`src/hw/rtl/s2i_pkg.sv`:
```
package s2i_pkg;

    // Longest string the count tracks; the count saturates below 256
    localparam int unsigned MAX_STRING_LENGTH = 255;
    localparam int unsigned COUNT_LIMIT_I =
        (MAX_STRING_LENGTH < 255) ? MAX_STRING_LENGTH : 255;
    localparam logic [7:0] COUNT_LIMIT = COUNT_LIMIT_I[7:0];

    // Register indexes of the configuration port
    localparam logic CFG_BASE_SELECT = 1'b0;
    localparam logic CFG_SIGNED_MODE = 1'b1;

    // Reset values of the configuration registers
    localparam logic [4:0] BASE_RESET   = 5'd10;
    localparam logic       SIGNED_RESET = 1'b1;

    // Characters of interest
    localparam logic [7:0] CH_ZERO  = 8'h30;
    localparam logic [7:0] CH_NINE  = 8'h39;
    localparam logic [7:0] CH_LC_A  = 8'h61;
    localparam logic [7:0] CH_LC_F  = 8'h66;
    localparam logic [7:0] CH_UC_A  = 8'h41;
    localparam logic [7:0] CH_UC_F  = 8'h46;
    localparam logic [7:0] CH_LC_X  = 8'h78;
    localparam logic [7:0] CH_UC_X  = 8'h58;
    localparam logic [7:0] CH_MINUS = 8'h2d;

    // Bases
    localparam logic [4:0] BASE_OCT = 5'd8;
    localparam logic [4:0] BASE_DEC = 5'd10;
    localparam logic [4:0] BASE_HEX = 5'd16;

    // Digit value that no base accepts
    localparam logic [4:0] NOT_DIGIT = 5'd31;

    typedef logic [4:0] t_digit;

    // Value of a hex digit character, NOT_DIGIT for anything else
    function automatic t_digit digit_of(input logic [7:0] c);
        logic [7:0] d;
        d = 8'd0;
        if (c inside {[CH_ZERO:CH_NINE]}) begin
            d = c - CH_ZERO;
        end else if (c inside {[CH_LC_A:CH_LC_F]}) begin
            d = c - CH_LC_A + 8'd10;
        end else if (c inside {[CH_UC_A:CH_UC_F]}) begin
            d = c - CH_UC_A + 8'd10;
        end else begin
            d = {3'b000, NOT_DIGIT};
        end
        return d[4:0];
    endfunction

    function automatic logic is_x(input logic [7:0] c);
        return (c == CH_LC_X) || (c == CH_UC_X);
    endfunction

endpackage

```
`src/hw/rtl/string_to_integer_parser_core.sv`:
```
// Channel  | Handshake                  | Payload
// ---------+----------------------------+------------------------------------------
// in       | i_in_valid / o_in_ready    | i_char_code, i_end_of_string
// out      | o_out_valid / i_out_ready  | o_parsed_value, o_consumed_count,
//          |                            | o_was_negative
// cfg      | i_cfg_we (no wait)         | i_cfg_index, i_cfg_data
//
// One character per cycle sustained while the parse stage is not held. A
// character is taken into an input register, then decoded and folded into
// the accumulator (one 32x5 multiply and add) from there, and any result is
// then registered in the output register. A waiting result does not block intake: the
// parse stage only holds while it must emit and the output register is full.
// Reset (i_rst_n low at a clock edge) clears all control and string state.
module string_to_integer_parser_core (
    input  logic        i_clk,
    input  logic        i_rst_n,
    input  logic        i_in_valid,
    output logic        o_in_ready,
    input  logic [7:0]  i_char_code,
    input  logic        i_end_of_string,
    output logic        o_out_valid,
    input  logic        i_out_ready,
    output logic [31:0] o_parsed_value,
    output logic [7:0]  o_consumed_count,
    output logic        o_was_negative,
    input  logic        i_cfg_we,
    input  logic        i_cfg_index,
    input  logic [4:0]  i_cfg_data
);

    localparam logic [2:0] PH_START     = 3'd0;
    localparam logic [2:0] PH_PREFIX    = 3'd1;
    localparam logic [2:0] PH_ZERO_AUTO = 3'd2;
    localparam logic [2:0] PH_X_PENDING = 3'd3;
    localparam logic [2:0] PH_ZERO_HEX  = 3'd4;
    localparam logic [2:0] PH_DIGITS    = 3'd5;

    // Configuration
    logic [4:0]  r_base_select;
    logic        r_signed_mode;

    // Input register
    logic        r_in_valid;
    logic [7:0]  r_in_char;
    logic        r_in_eos;

    // String state
    logic [2:0]  r_phase, n_phase;
    logic [31:0] r_acc, n_acc;
    logic [4:0]  r_eb, n_eb;
    logic [7:0]  r_count, n_count;
    logic        r_minus, n_minus;
    logic        r_sent, n_sent;

    // Output register
    logic        r_out_valid;
    logic [31:0] r_out_value;
    logic [7:0]  r_out_count;
    logic        r_out_neg;

    logic        w_fire;
    logic        w_emit;
    logic        w_parse_emit;
    logic        w_do_feed;
    logic        w_prefix;
    logic [4:0]  w_fb;
    logic [1:0]  w_inc;
    logic [4:0]  w_dig;
    logic [4:0]  w_bsel;
    logic [36:0] w_prod;
    logic [31:0] w_acc_fed;
    logic [8:0]  w_count_sum;
    logic [31:0] w_value;

    // Parse stage moves unless it must emit into a full output register
    assign w_fire     = r_in_valid && (!w_emit || !r_out_valid || i_out_ready);
    assign o_in_ready = !r_in_valid || w_fire;

    assign w_dig     = s2i_pkg::digit_of(r_in_char);
    assign w_bsel    = (r_base_select > s2i_pkg::BASE_HEX) ? s2i_pkg::BASE_HEX
                                                           : r_base_select;
    assign w_prod    = r_acc * w_fb;
    assign w_acc_fed = w_prod[31:0] + {27'd0, w_dig};

    // Decode one character against the string state
    always_comb begin
        n_phase      = r_phase;
        n_acc        = r_acc;
        n_eb         = r_eb;
        n_minus      = r_minus;
        n_sent       = r_sent;
        w_fb         = r_eb;
        w_inc        = 2'd0;
        w_do_feed    = 1'b0;
        w_prefix     = 1'b0;
        w_parse_emit = 1'b0;

        if (!r_sent) begin
            case (r_phase)
                PH_START: begin
                    if (r_signed_mode && (r_in_char == s2i_pkg::CH_MINUS)) begin
                        n_minus = 1'b1;
                        w_inc   = 2'd1;
                        n_phase = PH_PREFIX;
                    end else begin
                        w_prefix = 1'b1;
                    end
                end
                PH_PREFIX: begin
                    w_prefix = 1'b1;
                end
                PH_ZERO_AUTO: begin
                    if (s2i_pkg::is_x(r_in_char)) begin
                        n_phase = PH_X_PENDING;
                    end else begin
                        w_do_feed = 1'b1;
                    end
                end
                PH_X_PENDING: begin
                    if (w_dig < s2i_pkg::BASE_HEX) begin
                        n_eb      = s2i_pkg::BASE_HEX;
                        w_fb      = s2i_pkg::BASE_HEX;
                        w_inc     = 2'd1;
                        w_do_feed = 1'b1;
                    end else begin
                        w_parse_emit = 1'b1;
                    end
                end
                PH_ZERO_HEX: begin
                    if (s2i_pkg::is_x(r_in_char)) begin
                        w_inc   = 2'd1;
                        n_phase = PH_DIGITS;
                    end else begin
                        w_do_feed = 1'b1;
                    end
                end
                default: begin
                    w_do_feed = 1'b1;
                end
            endcase

            // Latch the base from the register, or take an auto prefix zero
            if (w_prefix) begin
                if (r_base_select == 5'd0) begin
                    if (r_in_char == s2i_pkg::CH_ZERO) begin
                        n_eb    = s2i_pkg::BASE_OCT;
                        w_inc   = 2'd1;
                        n_phase = PH_ZERO_AUTO;
                    end else begin
                        n_eb      = s2i_pkg::BASE_DEC;
                        w_fb      = s2i_pkg::BASE_DEC;
                        w_do_feed = 1'b1;
                    end
                end else begin
                    n_eb = w_bsel;
                    w_fb = w_bsel;
                    if ((w_bsel == s2i_pkg::BASE_HEX) &&
                        (r_in_char == s2i_pkg::CH_ZERO)) begin
                        w_inc   = 2'd1;
                        n_phase = PH_ZERO_HEX;
                    end else begin
                        w_do_feed = 1'b1;
                    end
                end
            end

            // Fold a digit in, or stop at a non-digit
            if (w_do_feed) begin
                if (w_dig < w_fb) begin
                    n_acc   = w_acc_fed;
                    w_inc   = w_inc + 2'd1;
                    n_phase = PH_DIGITS;
                end else begin
                    w_parse_emit = 1'b1;
                end
            end
        end

        w_emit = w_parse_emit || (!r_sent && r_in_eos);
        if (w_emit) begin
            n_sent = 1'b1;
        end
    end

    // Saturating character count
    assign w_count_sum = {1'b0, r_count} + {7'd0, w_inc};
    assign n_count = (w_count_sum > {1'b0, s2i_pkg::COUNT_LIMIT}) ? s2i_pkg::COUNT_LIMIT
                                                                  : w_count_sum[7:0];

    assign w_value = n_minus ? (32'd0 - n_acc) : n_acc;

    // Configuration writes
    always_ff @(posedge i_clk) begin
        if (!i_rst_n) begin
            r_base_select <= s2i_pkg::BASE_RESET;
            r_signed_mode <= s2i_pkg::SIGNED_RESET;
        end else if (i_cfg_we) begin
            case (i_cfg_index)
                s2i_pkg::CFG_BASE_SELECT: r_base_select <= i_cfg_data;
                s2i_pkg::CFG_SIGNED_MODE: r_signed_mode <= i_cfg_data[0];
                default: ;
            endcase
        end
    end

    // Input register
    always_ff @(posedge i_clk) begin
        if (!i_rst_n) begin
            r_in_valid <= 1'b0;
        end else if (o_in_ready) begin
            r_in_valid <= i_in_valid;
        end
    end

    always_ff @(posedge i_clk) begin
        if (i_in_valid && o_in_ready) begin
            r_in_char <= i_char_code;
            r_in_eos  <= i_end_of_string;
        end
    end

    // Advance string state; clear it after the last character
    always_ff @(posedge i_clk) begin
        if (!i_rst_n) begin
            r_phase <= PH_START;
            r_acc   <= 32'd0;
            r_eb    <= s2i_pkg::BASE_DEC;
            r_count <= 8'd0;
            r_minus <= 1'b0;
            r_sent  <= 1'b0;
        end else if (w_fire) begin
            if (r_in_eos) begin
                r_phase <= PH_START;
                r_acc   <= 32'd0;
                r_eb    <= s2i_pkg::BASE_DEC;
                r_count <= 8'd0;
                r_minus <= 1'b0;
                r_sent  <= 1'b0;
            end else begin
                r_phase <= n_phase;
                r_acc   <= n_acc;
                r_eb    <= n_eb;
                r_count <= n_count;
                r_minus <= n_minus;
                r_sent  <= n_sent;
            end
        end
    end

    // Output register: load on emit, drop when taken
    always_ff @(posedge i_clk) begin
        if (!i_rst_n) begin
            r_out_valid <= 1'b0;
        end else if (w_fire && w_emit) begin
            r_out_valid <= 1'b1;
        end else if (i_out_ready) begin
            r_out_valid <= 1'b0;
        end
    end

    always_ff @(posedge i_clk) begin
        if (w_fire && w_emit) begin
            r_out_value <= w_value;
            r_out_count <= n_count;
            r_out_neg   <= n_minus;
        end
    end

    assign o_out_valid      = r_out_valid;
    assign o_parsed_value   = r_out_value;
    assign o_consumed_count = r_out_count;
    assign o_was_negative   = r_out_neg;

    // The last character of a string leaves a clean start
    a_eos_clears: assert property (@(posedge i_clk) disable iff (!i_rst_n)
        (w_fire && r_in_eos) |=>
            (r_phase == PH_START) && !r_sent && (r_count == 8'd0) && !r_minus)
        else $error("string state not cleared after last character");

    // Count never passes its saturation limit
    a_count_limit: assert property (@(posedge i_clk) disable iff (!i_rst_n)
        r_count <= s2i_pkg::COUNT_LIMIT)
        else $error("character count above limit");

    // A taken minus always moves the phase on
    a_minus_phase: assert property (@(posedge i_clk) disable iff (!i_rst_n)
        r_minus |-> (r_phase != PH_START))
        else $error("minus taken but phase still at start");

    // Latched base stays within 1 to 16
    a_base_range: assert property (@(posedge i_clk) disable iff (!i_rst_n)
        (r_eb != 5'd0) && (r_eb <= s2i_pkg::BASE_HEX))
        else $error("effective base out of range");

    // A stalled result is never overwritten
    a_no_overwrite: assert property (@(posedge i_clk) disable iff (!i_rst_n)
        (r_out_valid && !i_out_ready) |-> !(w_fire && w_emit))
        else $error("parse stage emitted into a full output register");

endmodule
```
`config.mk`:
```
export PLATFORM = sky130hd
export DESIGN_NAME = string_to_integer_parser_core
export DESIGN_NICKNAME = d
export VERILOG_FILES = /design/src/hw/rtl/s2i_pkg.sv /design/src/hw/rtl/string_to_integer_parser_core.sv
export SDC_FILE = /design/constraint.sdc
export NUM_CORES = 1
export LEC_CHECK = 0
export BUFFER_PORTS_ARGS = -buffer_cell sky130_fd_sc_hd__buf_2
export CAP_MARGIN = 20
export CORE_ASPECT_RATIO = 1.1
export CORE_MARGIN = 2
export CORE_UTILIZATION = 30
export DETAILED_ROUTE_END_ITERATION = 8
export PLACE_DENSITY_LB_ADDON = 0.25
export SETUP_SLACK_MARGIN = 0.2
export SLEW_MARGIN = 15
export SYNTH_ARGS = -nofsm -noshare
export SYNTH_HDL_FRONTEND = slang
export SYNTH_SLANG_ARGS = --single-unit
```
`constraint.sdc`:
```
create_clock -name i_clk -period 18.8 [get_ports i_clk]
set_clock_uncertainty 0.15 [all_clocks]
set_input_delay 0.94 -clock i_clk [delete_from_list [all_inputs] [get_ports i_clk]]
set_output_delay 0.94 -clock i_clk [all_outputs]
set_load 0.05 [all_outputs]
```
* After elaboration in Yosys (flattened, before gate mapping)
Index checks and enable logic that the tools add are counted.
Storage, ports and cells: register bits after elaboration 108, input port bits 20, output and inout bits 43, word-level logic and storage cells 145
Cells by class: $add $sub $neg 9, $mul 1, magnitude comparators 10, equality and inequality tests 10, mux-type cells 71, bitwise gates (word level) 1, reductions and logical operators 28
Operator list (number):
- $mux W32 | 5
- $mux W5 | 15
- $mux W3 | 11
- $add A32 B5 Y32 | 1
- $mul A32 B5 Y32 | 1
- $sub A1 B32 Y32 const A | 1
- $mux W1 | 25
- $mux W2 | 9
- $eq A8 B6 Y1 const B | 2
- $eq A8 B7 Y1 const B | 2
- $ge A8 B7 Y1 const B | 2
- $le A8 B7 Y1 const B | 2
- $mux W8 | 2
- $add A5 B4 Y5 const B | 2
- $sub A5 B1 Y5 const B | 2
- $add A8 B2 Y9 | 1
- $gt A9 B8 Y1 const B | 1
- $logic_and A1 B1 Y1 | 9
- $pmux W3 S3 | 1
- $ge A8 B6 Y1 const B | 1
- $le A8 B6 Y1 const B | 1
- $reduce_and A2 Y1 | 4
- $eq A3 B2 Y1 const B | 2
- $pmux W1 S3 | 2
- 17 further kinds | 26

* Longest topological paths before layout
Gate-level depths: netlist of the first run.
depth after elaboration 23, depth in mapped cells 29, gate-level depth less buffers 27

* Least setup slack after synthesis of the first run
OpenSTA, ideal clock, no wires.
kind register -> register, start register r_in_char[4], end register r_out_value[31], in the netlist o_parsed_value[31], data pin, setup time 0.265 ns, arrival 6.801 ns, data required time 18.385 ns, slack 11.584 ns, stages on the path, launching flop included 25, buffers on the path 1, period minus slack after synthesis 7.216 ns, path through edfxtp_1 -> or4b_4 -> a311o_1 -> a21oi_2 -> o21a_1 -> nor2_1 -> o21ai_1 -> clkbuf_1 -> and2_1 -> fa_1 -> fa_1 -> inv_1 -> fa_1 -> inv_1 -> ha_1 -> a2111oi_0 -> a21oi_1 -> a311o_1 -> a21boi_0 -> xnor2_1 -> mux2i_2 -> o211ai_2 -> nor3_4 -> a31oi_1 -> xor2_1
On the way: cells in the longest elaborated chain, start to end 20, elaborated cells on any way between the ends 54, those cells by class add/sub: 7; mul: 1; order compare: 8; eq/ne: 4; mux: 28; reduce/logical: 6
Ends and longest elaborated chain:
- start: declaration | RTL line string_to_integer_parser_core.sv:44 | logic [7:0] r_in_char;
- start signal: assignment | RTL line string_to_integer_parser_core.sv:217 | r_in_char <= i_char_code;
- $sub A5 B1 Y5 (tied with other cells) | RTL line s2i_pkg.sv:45, s2i_pkg.sv:47
- $add A5 B4 Y5 / $logic_and A1 B1 Y1 (equally long branches) | RTL line s2i_pkg.sv:45, s2i_pkg.sv:47, s2i_pkg.sv:46
- $mux W5 | RTL line s2i_pkg.sv:46 | end else if (c inside {[CH_UC_A:CH_UC_F]}) begin
- $mux W5 | RTL line s2i_pkg.sv:44 | end else if (c inside {[CH_LC_A:CH_LC_F]}) begin
- $mux W5 | RTL line s2i_pkg.sv:42 | if (c inside {[CH_ZERO:CH_NINE]}) begin
- $lt A5 B5 Y1 | RTL line string_to_integer_parser_core.sv:120 | if (w_dig < s2i_pkg::BASE_HEX) begin
- $mux W5
- $mux W5 | RTL line string_to_integer_parser_core.sv:99 | case (r_phase)
- (+5 left out)
- $mul A32 B5 Y32 | RTL line string_to_integer_parser_core.sv:82 | assign w_prod = r_acc * w_fb;
- $add A32 B5 Y32 | RTL line string_to_integer_parser_core.sv:83 | assign w_acc_fed = w_prod[31:0] + {27'd0, w_dig};
- $mux W32 | RTL line string_to_integer_parser_core.sv:169 | if (w_dig < w_fb) begin
- $mux W32 | RTL line string_to_integer_parser_core.sv:168 | if (w_do_feed) begin
- $mux W32 | RTL line string_to_integer_parser_core.sv:98 | if (!r_sent) begin
- $sub A1 B32 Y32 | RTL line string_to_integer_parser_core.sv:190 | assign w_value = n_minus ? (32'd0 - n_acc) : n_acc;
- $mux W32 * | RTL line string_to_integer_parser_core.sv:190
- net w_value[31] | RTL line string_to_integer_parser_core.sv:73 | logic [31:0] w_value;
- end signal: assignment | RTL line string_to_integer_parser_core.sv:263 | r_out_value <= w_value;
- end: declaration | RTL line string_to_integer_parser_core.sv:57 | logic [31:0] r_out_value;
The timed path passes the listed nets; every way through them passes the cells marked *. The select of a mux whose other input is x is not followed. A chain may end at the register's enable or synchronous reset.

* Worst setup path after layout of the first run
start register r_in_char[0], end register r_out_value[31], in the netlist o_parsed_value[31], data pin
Same word-level chain as after synthesis.

==> qor.yml, run 1 <==
worst_setup_path:
  critPathKind: "register to register"
  crit_path_end_kind: "register"
  arrival_ns: 8.36
  start_kind: "register"
  cp_max_fo: 30
  required_ns: 18.76
sta:
  worst_pin_slew_ns: 0.9994
  setup_violations: 0
  finalMaxSlewViolations: 0
  setup_tns_ns: 0
  rsz0062_at_grt: "false"
  relSlewSlack_pct: 33.30
  min_period_over_period_pct: 44.69
  final_hold_viol_count: 0
  period_minus_slack_ns: 8.402
  fmax_mhz: 119.0
  setup_ws_ns: 10.40
grt:
  grt_pass1_vias: 9362
  grt_max_degree: 57
  overflow: 0
  antenna_found_initial: 0
  grt_pass1_wl_um: 49880
  grtUsageTotal_pct: 15.87
clock_network:
  hold_buffers: 0
  clkTransAtPathRegs_ns: 0.07
  cts_tree: "yes"
  cts.repair.resized: 0
  ctsLongestPathBuffers: 2
  cts_setup_buffers: 0
  htree_levels: 3
  cts_sinks: 108
  root_buffer: "clkbuf_16"
  insertion_delay_ns: 0.38
  cts_buffers: 9
routing:
  viasPerCell: 4.957
  vias: 9176
  ant_nets: 0
  drc: 0
  first_pass_iters: 5
  wire_per_inst_um: 16.57
  initialDrtViolationCount: 489
  routed_wl_um: 30670
die:
  dieArea_um2: 39700
  core_area_um2: 37910
  row_count: 75
  io_pins: 63
  die_x_um: 190.2
  die_h_um: 208.8
  start_util_pct: 30.17
placed_design:
  post-dp-hpwl_um: 22860
  place_area_um2: 12240
  preCtsSetupSlack_ns: 10.13
  place_inst: 1834
  place_congestion: 0.8379
  io_buffers: 62
pwr:
  p_leak_nw: 5.410
  fin_total_pwr_w: 0.0005559
  power.density_nw_per_um2: 44.22
  peakVddDrop_v: 0.00004245
synthesis:
  ys.flop_type: "dfxtp_1"
  synth-async-reset-ratio_pct: 0
  synth_edf_count: 50
  synth_nets: 1506
  yosysSeqAreaShare_pct: 23.28
  netlist.top_cell.by_area: "fa_1"
  synth_area_leaders: "fa_1 15%, edfxtp_1 13%, dfxtp_1 10%"
  ys_ff_latch: 108
  syn_area_um2: 11440
  synth.distinct_cells: 79
  synth.avg_cell_area_um2: 8.631
  synth.top_cell.area_share_pct: 15.40
  ys_warn_count: 0
  netlist_instances: 1325
final_layout:
  finalNetCount: 1527
  drive_gt1_share_pct: 8.734
  syn_to_final_growth_pct: 9.935
  final_cell_area_um2: 12570
  final_cells: 1851
  multiInputGateArea_um2: 7921
  diodes: 0
  fillers: 4029
  seq_area_um2: 2663
run:
  maxCapViolations: 0
status:
  status: "complete, no violations"
worst_hold_path:
  hold_class: "register to register"
[metal layers]
metal / vias to the layer above / GRT usage (%) / wire, µm
li1: 4483 / - / -
met1: 4448 / 21.00 / 14370
met4: 0 / 4.785 / 764
met3: 49 / 1.965 / 1016
met2: 196 / 26.97 / 14520
met5: - / 0 / 0
[through the flow]
step | hold WS (ns) | utilization [%]
after CTS | 0.3697 | 33.07
final | 0.3618 | 33.16
after global placement | 0.3416 | 32.29
after floorplan | 0.3019 | -
after global routing | 0.3844 | 33.16
after detailed placement | 0.3535 | 32.29
[where the power goes]
group          switching, W  internal [W]
registers        0.00000573      0.000252
logic             0.0000694     0.0000277
clock network     0.0000969      0.000104
total              0.000172      0.000384
[worst max-delay path: stages (launching register included)]
cell and delay (ns):
edfxtp_1 0.53, ha_1 0.31, and3_1 0.22, a31oi_1 0.69, nand2b_1 0.24, a32oi_1 0.38, mux2i_2 0.11, buf_4 0.25
and2_1 0.22, fa_1 0.46, fa_1 0.54, inv_1 0.05, fa_1 0.52, inv_1 0.04, ha_1 0.34, a2111oi_0 0.79
a21oi_1 0.28, a221oi_1 0.49, xor2_1 0.23, a31oi_1 0.13, or3_4 0.48, nor3_4 0.31, a31oi_1 0.15, xor2_1 0.18
[cell type report]
type / instances / share of cell area [%]
Clock buffer: 10 / 1.821
Clock inverter: 6 / 0.5076
Inverter: 171 / 5.105
Multi-Input combinational cell: 981 / 63.01
Sequential cell: 108 / 21.18
Tap cell: 500 / 4.976
Timing Repair Buffer: 75 / 3.404
[worst paths after layout]
kind	startpoint	end	slack, ns	cells past startpoint
min	r_signed_mode	r_signed_mode	0.36	2
max reg2reg	r_in_char[0]	o_parsed_value[31]	10.40	23
max	r_in_char[0]	o_parsed_value[31]	10.40	23
min reg2reg	r_signed_mode	r_signed_mode	0.36	2
[layout by cell type, fill, tap and decap left out, types with 14 or more instances in the layout]
cell	synthesis	routed
nor2_1	58	58
nand3_1	17	17
dfxtp_1	58	58
mux2i_1	22	21
nand2_1	83	83
nor3_1	31	29
o21ai_0	42	41
inv_1	171	171
xor2_1	26	26
ha_1	73	73
a31oi_1	15	14
buf_2	8	62
fa_1	88	88
a21oi_1	83	83
and2_1	88	87
edfxtp_1	50	50
nand2b_1	14	14
nor2b_1	110	110
a22oi_1	17	17
xnor2_1	47	47
[registers in the layout, indices dropped and copies added (netlist names), 3 cells and up]
register,count
o_consumed_count,8
o_parsed_value,32
r_acc,32
r_base_select,5
r_count,8
r_eb,5
r_in_char,8
r_phase,3
[cells by family after synthesis]
family / Yosys count / share of synthesized area, %
AOI/OAI and AO/OA: 262 / 15.13
xor gates and xnor gates: 74 / 5.788
adders and majority gates: 161 / 23.39
buffers and inverters: 236 / 7.965
DFF: 108 / 23.28
muxes: 23 / 2.046
and+or+nand+nor: 461 / 22.40
[synth_stat cells, types with 3 or more instances]
cell       count
a2111oi_0      4
a211oi_1       9
a21boi_0       7
a21o_1        12
a21oi_1       83
a22oi_1       17
a31oi_1       15
a41oi_1        4
and2_1        88
and3_1        10
and4_1         3
buf_2          8
clkbuf_1      52
dfxtp_1       58
edfxtp_1      50
fa_1          88
ha_1          73
inv_1        171
mux2i_1       22
nand2_1       83
nand2b_1      14
nand3_1       17
nand3b_1       4
nand4_1        6
nor2_1        58
nor2b_1      110
nor3_1        31
nor3b_1        3
nor4_1         6
o211a_1        3
o211ai_1       7
o21a_1        10
o21ai_0       42
o21ai_1        6
o22ai_1        5
o31ai_1       12
or2_2          3
or3_1          6
or4_1          4
xnor2_1       47
xor2_1        26
Note: power is estimated with default switching activity, not from simulation.
==> inputs of run 2 (changes only) <==
- clock period: 18.8 -> 7.6 ns (I/O delays scaled with it)
==> qor.yml, run 2 (synthesis gave the netlist of run 1 again) <==
clock_network:
  insertion_delay_ns: 0.36  # -0.02 ns
  clkTransAtPathRegs_ns: 0.08  # about the same
  cts_tree: "yes"
  root_buffer: "clkbuf_16"
  htree_levels: 3  # unchanged
  ctsLongestPathBuffers: 2  # unchanged
  hold_buffers: 0  # unchanged
  cts_buffers: 9  # unchanged
  cts_sinks: 108  # unchanged
final_layout:
  layout_commonest_cell: "inv_1"
  diodes: 0  # unchanged
  syn_to_final_growth_pct: 15.66
  final_cell_mix: "171 x inv_1, 110 x nor2b_1, 88 x fa_1"
  drive_gt1_share_pct: 14.95  # +6.2 points
  final_util_pct: 34.89  # +1.7 points
  finalNetCount: 1581  # +3.5%
  final_cells: 1905  # +2.9%
worst_setup_path:
  critPathKind: "register to register"
  regToRegEndpoint: "o_parsed_value[30]"
  timing.rr.start: "r_in_char[4]"
  crit_family: "compound AO/OA/AOI/OAI gates"
  critPathBufInv: 3  # unchanged
  path_cells: "or4b_4, a311o_1, a21o_1, a32oi_2, mux2i_2, buf_6, and2_1, fa_1, fa_1, inv_1, fa_1, inv_1, ha_2, o211ai_1, a21o_1, a21oi_4, a311o_1, a21oi_1, a41o_1, nor3_4, o211ai_4, nor3_4, a41oi_1, xnor2_1"
  crit_path_end_kind: "register"
  rrSetupSlack_ns: 0.41  # -9.99 ns
  cpMaxStageDelayCell: "or4b_4"
  arrival_ns: 7.15  # -1.21 ns
  start_kind: "register"
  required_ns: 7.56  # -11.20 ns
  crit_cells: 24  # +4.3%
  setup.worst_path.start: "r_in_char[4]"
  ff2ff_path_depth: 24  # +4.3%
  crit_path_end: "o_parsed_value[30]"
  cp_common_cell: "fa_1"
  worst_path_largest_cell_delay_ns: 0.56  # -0.23 ns
  cp_max_fo: 8  # -73%
sta:
  period_minus_slack_ns: 7.187  # -1.214 ns
  setup_violations: 0  # unchanged
  min_period_over_period_pct: 94.57  # +50 points
  fmax_mhz: 139.1  # +17%
  rsz0062_at_grt: "false"
  final_hold_viol_count: 0  # unchanged
  setup_ws_ns: 0.4126  # -9.986 ns
  finalMaxSlewViolations: 0  # unchanged
  worst_pin_slew_ns: 1.023  # +0.02392 ns
  relSlewSlack_pct: 31.78  # -1.5 points
routing:
  wire_per_inst_um: 16.58  # about the same
  first_pass_iters: 6  # +1
  initialDrtViolationCount: 495  # +1.2%
  viasPerCell: 4.939  # -0.38%
  drc: 0  # unchanged
  ant_nets: 0  # unchanged
  vias: 9408  # +2.5%
  routed_wl_um: 31590  # +3.0%
placed_design:
  place_congestion: 0.8379  # unchanged
  io_buffers: 62  # unchanged
  place_inst: 1870  # +2.0%
  preCtsSetupSlack_ns: -0.1392  # -10.27 ns
  post-dp-hpwl_um: 23820  # +4.2%
grt:
  grt_max_degree: 57  # unchanged
  antenna_found_initial: 0  # unchanged
  overflow: 0  # unchanged
  grt_pass1_wl_um: 50560  # +1.4%
  grtUsageTotal_pct: 16.07  # +0.21 points
  grt_pass1_vias: 9349  # -0.14%
die:
  core_area_um2: 37910  # unchanged
  dieArea_um2: 39700  # unchanged
  die_x_um: 190.2  # unchanged
  start_util_pct: 30.17  # unchanged
  row_count: 75  # unchanged
  io_pins: 63  # unchanged
  die_h_um: 208.8  # unchanged
pwr:
  power.density_nw_per_um2: 102.6  # +130%
  p_leak_nw: 5.666  # +4.7%
  peakVddDrop_v: 0.0001018  # +140%
  fin_total_pwr_w: 0.001357  # +140%
status:
  status: "complete, no violations"
worst_hold_path:
  hold_class: "input port to register"
run:
  maxCapViolations: 0  # unchanged
[run 2: changes by cell type in the layout (fill, tap and decap cells not counted), sizes merged]
cell and delta:
clkinvlp +1, bufinv -1, clkbuf +2, buf +53
clkinv -1
[run 2: worst min path at each step]
stage | cells after the start | to | startpoint
floorplan | 2 | r_signed_mode | r_signed_mode
global placement | 2 | r_count[0] | r_count[0]
detailed placement | 2 | r_signed_mode | r_signed_mode
CTS | 1 | r_in_char[4] | i_char_code[4]
global route | 1 | r_in_char[1] | i_char_code[1]
finish | 1 | r_in_char[4] | i_char_code[4]
[run 2: per-layer routing]
layer | track usage, % | wire length (µm) | up-vias | part of all wire (%)
met1 | 21.48 | 14940 | 4583 | 47
met5 | 0 | 0 | - | 0
met3 | 2.200 | 1066 | 35 | 3.4
met4 | 4.143 | 670 | 0 | 2.1
met2 | 27.25 | 14920 | 194 | 47
li1 | - | - | 4596 | -
[run 2: report_power, final]
group	switching, W	total, W	internal [W]	leakage (nW)
clock network	0.000232	0.000457	0.000225	0.126
registers	0.00000968	0.000634	0.000624	0.975
logic	0.000183	0.000266	0.0000824	4.56
total	0.000425	0.00136	0.000931	5.67
[run 2: final cells by class]
cell class              count  area (µm²)
clock buffers              11       232.7
repair buffers            129       874.6
inverters                 171       641.9
well taps                 500       625.6
clock inverters             5       37.54
fillers                  3942       24680
flip-flops and latches    108        2663
multi-input cells         981        8152
[run 2: repair_timing]
action                     4_1_cts  5_1_grt
buffers inserted                 2       16
pin swaps                        4       22
setup endpoints to repair       11       18
resized for setup               12       50
cloned                           0        1
[run 2: metrics by stage]
stage	TNS (ns)	area [µm²]	hold slack, ns
floorplan	0	11440	0.3019
global placement	0	12510	0.3493
detailed placement	-0.6431	12510	0.3642
CTS	0	12860	0.01843
global route	0	13230	0.01327
finish	0	13230	0.03624
